### src/sv/assd_pkg.sv
`timescale 1ns / 1ps
`default_nettype none

package assd_pkg;

    localparam int WINDOW_DEF  = 100;
    localparam int SAMPLE_W    = 10;
    localparam int SUM_W       = 17;
    localparam int AVG_W       = 10;
    localparam int DIGIT_W     = 4;
    localparam int POS_W       = 2;
    localparam int SEG_W       = 8;

    localparam logic [POS_W-1:0] POS_ONES      = 2'd0;
    localparam logic [POS_W-1:0] POS_THOUSANDS = 2'd3;

    // x / 10 == (x * 205) >> 11 for every 10-bit x
    localparam int DIV10_MUL   = 205;
    localparam int DIV10_SHIFT = 11;
    localparam int DEC_BASE    = 10;

    localparam logic [SEG_W-1:0] SEG_BLANK = 8'hFF;

    function automatic logic [SEG_W-1:0] seg_pattern(input logic [DIGIT_W-1:0] d);
        logic [SEG_W-1:0] p;
        unique case (d)
            4'd0:    p = 8'hC0;
            4'd1:    p = 8'hF9;
            4'd2:    p = 8'hA4;
            4'd3:    p = 8'hB0;
            4'd4:    p = 8'h99;
            4'd5:    p = 8'h92;
            4'd6:    p = 8'h82;
            4'd7:    p = 8'hF8;
            4'd8:    p = 8'h80;
            4'd9:    p = 8'h90;
            default: p = SEG_BLANK;
        endcase
        return p;
    endfunction

endpackage

`default_nettype wire

### src/sv/assd_digit_out.sv
`timescale 1ns / 1ps
`default_nettype none

module assd_digit_out (
    input  wire logic                         clk,
    input  wire logic                         rst_n,
    input  wire logic                         load_valid,
    input  wire logic [assd_pkg::AVG_W-1:0]   avg,
    output logic                              load_ready,
    output logic                              out_valid,
    input  wire logic                         out_ready,
    output logic [assd_pkg::POS_W-1:0]        digit_position,
    output logic [assd_pkg::SEG_W-1:0]        segment_pattern,
    output logic                              last_digit
);

    localparam int MUL_W = assd_pkg::AVG_W + 8;

    logic                            valid_reg;
    logic                            valid_next;
    logic [assd_pkg::POS_W-1:0]      pos_reg;
    logic [assd_pkg::POS_W-1:0]      pos_next;
    logic [assd_pkg::AVG_W-1:0]      q_reg;

    logic [MUL_W-1:0]                q_mul;
    logic [assd_pkg::AVG_W-1:0]      quot;
    logic [assd_pkg::AVG_W-1:0]      rem;
    logic                            is_last;
    logic                            load;
    logic                            advance;

    assign q_mul   = MUL_W'(q_reg) * MUL_W'(assd_pkg::DIV10_MUL);
    assign quot    = assd_pkg::AVG_W'(q_mul >> assd_pkg::DIV10_SHIFT);
    assign rem     = q_reg - assd_pkg::AVG_W'(quot * assd_pkg::AVG_W'(assd_pkg::DEC_BASE));
    assign is_last = (pos_reg == assd_pkg::POS_THOUSANDS);

    assign load_ready = !valid_reg || (out_ready && is_last);
    assign load       = load_valid && load_ready;
    assign advance    = valid_reg && out_ready && !is_last;

    always_comb
    begin
        valid_next = valid_reg;
        pos_next   = pos_reg;
        priority if (load)
        begin
            valid_next = 1'b1;
            pos_next   = assd_pkg::POS_ONES;
        end
        else if (valid_reg && out_ready)
        begin
            valid_next = !is_last;
            pos_next   = pos_reg + assd_pkg::POS_W'(1);
        end
        else
        begin
            valid_next = valid_reg;
            pos_next   = pos_reg;
        end
    end

    always_ff @(posedge clk or negedge rst_n)
    begin
        if (!rst_n)
        begin
            valid_reg <= 1'b0;
            pos_reg   <= assd_pkg::POS_ONES;
        end
        else
        begin
            valid_reg <= valid_next;
            pos_reg   <= pos_next;
        end
    end

    always_ff @(posedge clk)
    begin
        if (load)
        begin
            q_reg <= avg;
        end
        else if (advance)
        begin
            q_reg <= quot;
        end
    end

    assign out_valid       = valid_reg;
    assign digit_position  = pos_reg;
    assign segment_pattern = assd_pkg::seg_pattern(rem[assd_pkg::DIGIT_W-1:0]);
    assign last_digit      = is_last;

endmodule

`default_nettype wire

### src/sv/averaged_sample_seven_segment_display.sv
// Moving average of converter samples, shown as four seven-segment digits.
// Input channel: in_valid/in_ready carry one 10-bit sample per transaction.
// Output channel: out_valid/out_ready carry four transactions per sample, in the
// order ones, tens, hundreds, thousands; last_digit marks the thousands digit.
// segment_pattern is active low, bit 7 is the decimal point and stays off.
// The sample ring lives in a WINDOW-deep synchronous RAM; the old entry is read
// and the new sample written in the cycle the sample is taken.
// The sample is registered on entry, then the running sum, the reciprocal product
// and the digit register are updated in turn; the average waits in the product
// register while the previous digits are still going out. The sample rate is set
// by the single digit output port, which carries four digits per sample. The next
// sample enters while the current digits are still being shown.
// Reset clears the running sum, the write pointer and a wrap flag; ring slots
// not yet written read as zero, so early averages count them as zeros. No
// clearing pass is needed.
// When the receiver stalls, the digit on the output holds, one further sample
// is taken and waits in the pipeline, then in_ready drops.
`timescale 1ns / 1ps
`default_nettype none

module averaged_sample_seven_segment_display #(
    parameter int WINDOW = assd_pkg::WINDOW_DEF
) (
    input  wire logic                            clk,
    input  wire logic                            rst_n,
    input  wire logic                            in_valid,
    output logic                                 in_ready,
    input  wire logic [assd_pkg::SAMPLE_W-1:0]   sample,
    output logic                                 out_valid,
    input  wire logic                            out_ready,
    output logic [assd_pkg::POS_W-1:0]           digit_position,
    output logic [assd_pkg::SEG_W-1:0]           segment_pattern,
    output logic                                 last_digit
);

    localparam int IDX_W  = (WINDOW > 1) ? $clog2(WINDOW) : 1;
    localparam int SHIFT  = assd_pkg::SUM_W + $clog2(WINDOW);
    localparam int REC_W  = assd_pkg::SUM_W + 1;
    localparam int PROD_W = assd_pkg::SUM_W + REC_W;
    localparam logic [REC_W-1:0] RECIP =
        REC_W'(((64'd1 << SHIFT) + 64'(WINDOW) - 64'd1) / 64'(WINDOW));
    localparam logic [IDX_W-1:0] IDX_LAST = IDX_W'(WINDOW - 1);

    logic [assd_pkg::SAMPLE_W-1:0] mem [WINDOW];
    logic [assd_pkg::SAMPLE_W-1:0] rd_data_reg;

    logic [IDX_W-1:0]              wr_idx_reg;
    logic [IDX_W-1:0]              wr_idx_next;
    logic                          wrapped_reg;
    logic                          v1_reg;
    logic                          v2_reg;
    logic                          v3_reg;
    logic                          old_ok_reg;
    logic [assd_pkg::SAMPLE_W-1:0] s1_reg;
    logic [assd_pkg::SUM_W-1:0]    sum_reg;
    logic [assd_pkg::SUM_W-1:0]    sum_next;
    logic [PROD_W-1:0]             prod_reg;

    logic                          accept;
    logic                          load_ready;
    logic                          out_load;
    logic [assd_pkg::SAMPLE_W-1:0] old_sample;
    logic [PROD_W-1:0]             prod_sh;
    logic [assd_pkg::AVG_W-1:0]    avg;

    assign accept   = in_valid && in_ready;
    assign out_load = v3_reg && load_ready;
    assign in_ready = !v1_reg && !v2_reg && (!v3_reg || load_ready);

    assign wr_idx_next = (wr_idx_reg == IDX_LAST) ? '0 : wr_idx_reg + IDX_W'(1);

    assign old_sample = old_ok_reg ? rd_data_reg : '0;
    assign sum_next   = sum_reg - assd_pkg::SUM_W'(old_sample)
                        + assd_pkg::SUM_W'(s1_reg);

    assign prod_sh = prod_reg >> SHIFT;
    assign avg     = prod_sh[assd_pkg::AVG_W-1:0];

    // read-old, write-new on the same slot
    always_ff @(posedge clk)
    begin
        if (accept)
        begin
            rd_data_reg     <= mem[wr_idx_reg];
            mem[wr_idx_reg] <= sample;
            s1_reg          <= sample;
        end
        if (v2_reg)
        begin
            prod_reg <= PROD_W'(sum_reg) * PROD_W'(RECIP);
        end
    end

    always_ff @(posedge clk or negedge rst_n)
    begin
        if (!rst_n)
        begin
            wr_idx_reg  <= '0;
            wrapped_reg <= 1'b0;
            old_ok_reg  <= 1'b0;
            v1_reg      <= 1'b0;
            v2_reg      <= 1'b0;
            v3_reg      <= 1'b0;
            sum_reg     <= '0;
        end
        else
        begin
            v1_reg <= accept;
            v2_reg <= v1_reg;
            if (accept)
            begin
                wr_idx_reg <= wr_idx_next;
                old_ok_reg <= wrapped_reg;
                if (wr_idx_reg == IDX_LAST)
                begin
                    wrapped_reg <= 1'b1;
                end
            end
            if (v1_reg)
            begin
                sum_reg <= sum_next;
            end
            priority if (v2_reg)
            begin
                v3_reg <= 1'b1;
            end
            else if (out_load)
            begin
                v3_reg <= 1'b0;
            end
            else
            begin
                v3_reg <= v3_reg;
            end
        end
    end

    assd_digit_out u_digit_out (
        .clk             (clk),
        .rst_n           (rst_n),
        .load_valid      (v3_reg),
        .avg             (avg),
        .load_ready      (load_ready),
        .out_valid       (out_valid),
        .out_ready       (out_ready),
        .digit_position  (digit_position),
        .segment_pattern (segment_pattern),
        .last_digit      (last_digit)
    );

endmodule

`default_nettype wire

### config.mk
export PLATFORM = sky130hd
export DESIGN_NAME = averaged_sample_seven_segment_display
export DESIGN_NICKNAME = d
export VERILOG_FILES = /design/src/sv/assd_pkg.sv /design/src/sv/assd_digit_out.sv /design/src/sv/averaged_sample_seven_segment_display.sv
export SDC_FILE = /design/constraint.sdc
export NUM_CORES = 2
export LEC_CHECK = 0
export BUFFER_PORTS_ARGS = -buffer_cell sky130_fd_sc_hd__clkbuf_2
export CELL_PAD_IN_SITES_DETAIL_PLACEMENT = 0
export CELL_PAD_IN_SITES_GLOBAL_PLACEMENT = 1
export CORE_UTILIZATION = 35
export CTS_CLUSTER_DIAMETER = 100
export CTS_CLUSTER_SIZE = 12
export DETAILED_ROUTE_END_ITERATION = 6
export MAX_ROUTING_LAYER = met4
export PLACE_DENSITY_LB_ADDON = 0.1
export SLEW_MARGIN = 25
export SYNTH_ARGS = -nofsm -noshare
export SYNTH_HDL_FRONTEND = slang
export SYNTH_HIERARCHICAL = 1
export SYNTH_SLANG_ARGS = --single-unit
### constraint.sdc
create_clock -name clk -period 7.9 [get_ports clk]
set_clock_uncertainty 0.15 [all_clocks]
set_input_delay 0.395 -clock clk [delete_from_list [all_inputs] [get_ports clk]]
set_output_delay 0.395 -clock clk [all_outputs]
set_load 0.02 [all_outputs]
==> summary.txt <==
GRT
  – First-pass GRT wire length: 221 mm
  – GRT overflow: 0
  – Most used routing layer in global routing: met2
  – Vias in the first global route: 29,188
  – Largest net degree at the start of global routing: 114
  – Number of antenna violations at the first check in global routing: 1
  – GR Util met1: 0.298
  – Global routing met2 resource utilization: 0.360
  – Global routing usage on met3: 0.0280
  – GRT Resource Usage Total: 0.224

Setup path
  – CP peak stage delay: 0.53 ns
  – Worst path cell trace: ha_1, xor2_1, ha_1, fa_1, fa_1, ha_1, a211oi_2, a21boi_4, and2_1, o21ai_0, xnor2_1, ha_1, fa_1, xor2_1, nor2_1, a31oi_1, nand4_1, or3_1, a21o_1, o311ai_0, clkbuf_2
  – Most used cell, CP: ha_1
  – Critical Path AT: 7.02 ns
  – Crit path max fanout: 7
  – Critical Path Sink Type: output pin
  – Slowest stage cell, crit path: fa_1
  – CP startpoint kind: flop
  – Data required, critical path: 7.36 ns
  – CP Class: reg2out

Clock network
  – CTS root buf: clkbuf_16
  – Clock Path Buffers: 3
  – H-tree Lvls: 3
  – Clock Sinks: 1,072
  – Reg clk slew, reported paths: 0.06 ns
  – CTS tree: built
  – Cts bufs inserted: 102
  – Latest clock arrival within the worst-skew pair: 0.72 ns

Placement
  – HPWL after DPL: 102 mm
  – GP Congestion: 0.857
  – # port buffers: 25

STA
  – Final setup violation count: 0
  – Fin crit share: 0.958
  – Min cycle time layout: 7.57 ns
  – Fin. max-slew vios: 0
  – Tightest Pin Transition: 1.03 ns
  – Rel. slew slack: 0.311
  – Final hold violations: 0
  – Final setup TNS: 0 ns
  – Fmax: 132 MHz

Synthesis
  – Syn avg cell area: 15.5 um^2
  – Seq/Total Area, Yosys: 0.643
  – Synth cell types: 80
  – Fraction of registers with async set or reset after synthesis: 0.0299
  – Synth Warn #: 6
  – Syn Nets: 3,574
  – Number of enable flip-flop cells after synthesis: 1,040
  – Mapped cell area: 49,800 um^2
  – Cell count after synthesis: 3,211
  – Top_reg_cell synth: edfxtp_1
  – #FFs+latches synth: 1,072

Floorplan
  – CORE AREA: 141,000 um^2
  – Starting Density: 0.352
  – Die Span X: 379 um
  – Die height: 379 um
  – Die Area: 144,000 um^2
  – Rows: 138
  – Ports: 27

Run status
  – Status: finished, final reports clean

Layout
  – Commonest non-fill, non-tap cell in the layout: edfxtp_1
  – Layout cell share with drive strength beyond 1: 0.157
  – Most frequent cells in the layout: 1,040 x edfxtp_1, 269 x inv_1, 216 x ha_1, 174 x nor2_1, 133 x fa_1
  – Final-stage net count: 3,672
  – Area grow syn2layout: 11.8%
  – N_diodes: 0
  – Max reg flops: 1,000

Route
  – Via count: 28,773
  – DR iter-0 viols: 2,458
  – Detail Route Antenna Nets: 0
  – Post-DR wirelength/cell: 29.7 um
  – Post-route DRC: 0
  – Drt via density: 5.49
  – DR pass1 iterations: 6
  – Overall routed net length: 155 mm

Flow run
  – Total of max-cap violations: 0

Worst hold path
  – Hold WC Path Type: in2reg
[worst max-delay path: cells and delay by family, from the launching register on]
kind,cells,cell delay [ns]
buffers and inverters,1,0.25
DFF,1,0.47
xor gates and xnor gates,3,0.67
adders and majority gates,7,2.74
AOI/OAI and AO/OA,6,1.24
and+or+nand+nor,4,0.98
[cell usage after synthesis (all sizes together), types with 53 or more instances]
library cell  instances  area share
mux2i               100       0.020
o21ai                82      0.0082
ha                  216       0.054
edfxtp             1040        0.63
inv                 271       0.020
buf                  97       0.012
nor2                219       0.016
mux2                 75       0.017
a221oi               98       0.017
nand2               124      0.0093
mux4                105       0.048
a22oi                53      0.0080
fa                  133       0.053
a21oi               112       0.011
clkbuf               66      0.0050
[what timing repair did]
action | 4_1_cts | 5_1_grt
endpoints found under the setup margin | 0 | 7
gates resized for setup | 0 | 3
buffers inserted | 0 | 1
hold buffers | 9 | 0
hold endpoints to repair | 225 | 0
[metal layers]
layer | wire, um | part of all wire | up-vias
met5 | 0 | 0 | -
met4 | 4360 | 0.028 | 0
met3 | 7460 | 0.048 | 192
met2 | 75400 | 0.48 | 838
met1 | 68200 | 0.44 | 15335
li1 | - | - | 12408
[final timing paths]
kind,start,endpoint,slack [ns],depth (start not counted)
worst max-delay path,u_digit_out/q_reg[2],segment_pattern[3],0.33,21
worst min-delay path,sample[1],mem[79][1],0.06,1
worst max register to register,sum_reg[6],prod_reg[33],1.65,18
worst min register to register,wrapped_reg,wrapped_reg,0.33,1
max in group asynchronous,rst_n,wr_idx_reg[2],6.99,3
min in group asynchronous,rst_n,sum_reg[12],0.16,3
[cell type report]
type / instances / area, um^2
clock buffer: 132 / 2690
multi-input combinational: 1705 / 16200
inverter: 271 / 1020
clock inverter: 14 / 206
sequential: 1072 / 32000
fill: 13068 / 85700
timing repair buffer: 157 / 1210
tap: 1890 / 2360
[stage by stage]
| stage | cell area (um^2) | hold slack [ns] | setup slack [ns] | util | std cells |
|---|---|---|---|---|---|
| final | 55700 | 0.0557 | 0.334 | 0.394 | 5241 |
| after global routing | 55700 | 0.0616 | -0.00207 | 0.394 | 5241 |
| after CTS | 55600 | 0.0422 | 0.237 | 0.394 | 5240 |
| after detailed placement | 52700 | 0.313 | 1.03 | 0.372 | 5085 |
| after global placement | 52600 | 0.303 | 1.07 | 0.372 | 5083 |
| after floorplan | 49800 | -0.0506 | 1.34 | - | 3211 |
[logic make-up after synthesis]
| family | Yosys count | share of synthesized area |
|---|---|---|
| AO/OA/AOI/OAI | 539 | 0.0760 |
| buffers and inverters | 434 | 0.0369 |
| AND/OR/NAND/NOR | 498 | 0.0448 |
| flip-flops | 1072 | 0.643 |
| adder cells (fa/ha/maj) | 349 | 0.108 |
| XOR/XNOR | 38 | 0.00668 |
| multiplexers | 280 | 0.0851 |
| other | 1 | 0.0000752 |
Power is left out: the tool's default activity adds up to more than one toggle a clock period on the data nets, which glitch-free logic cannot reach.
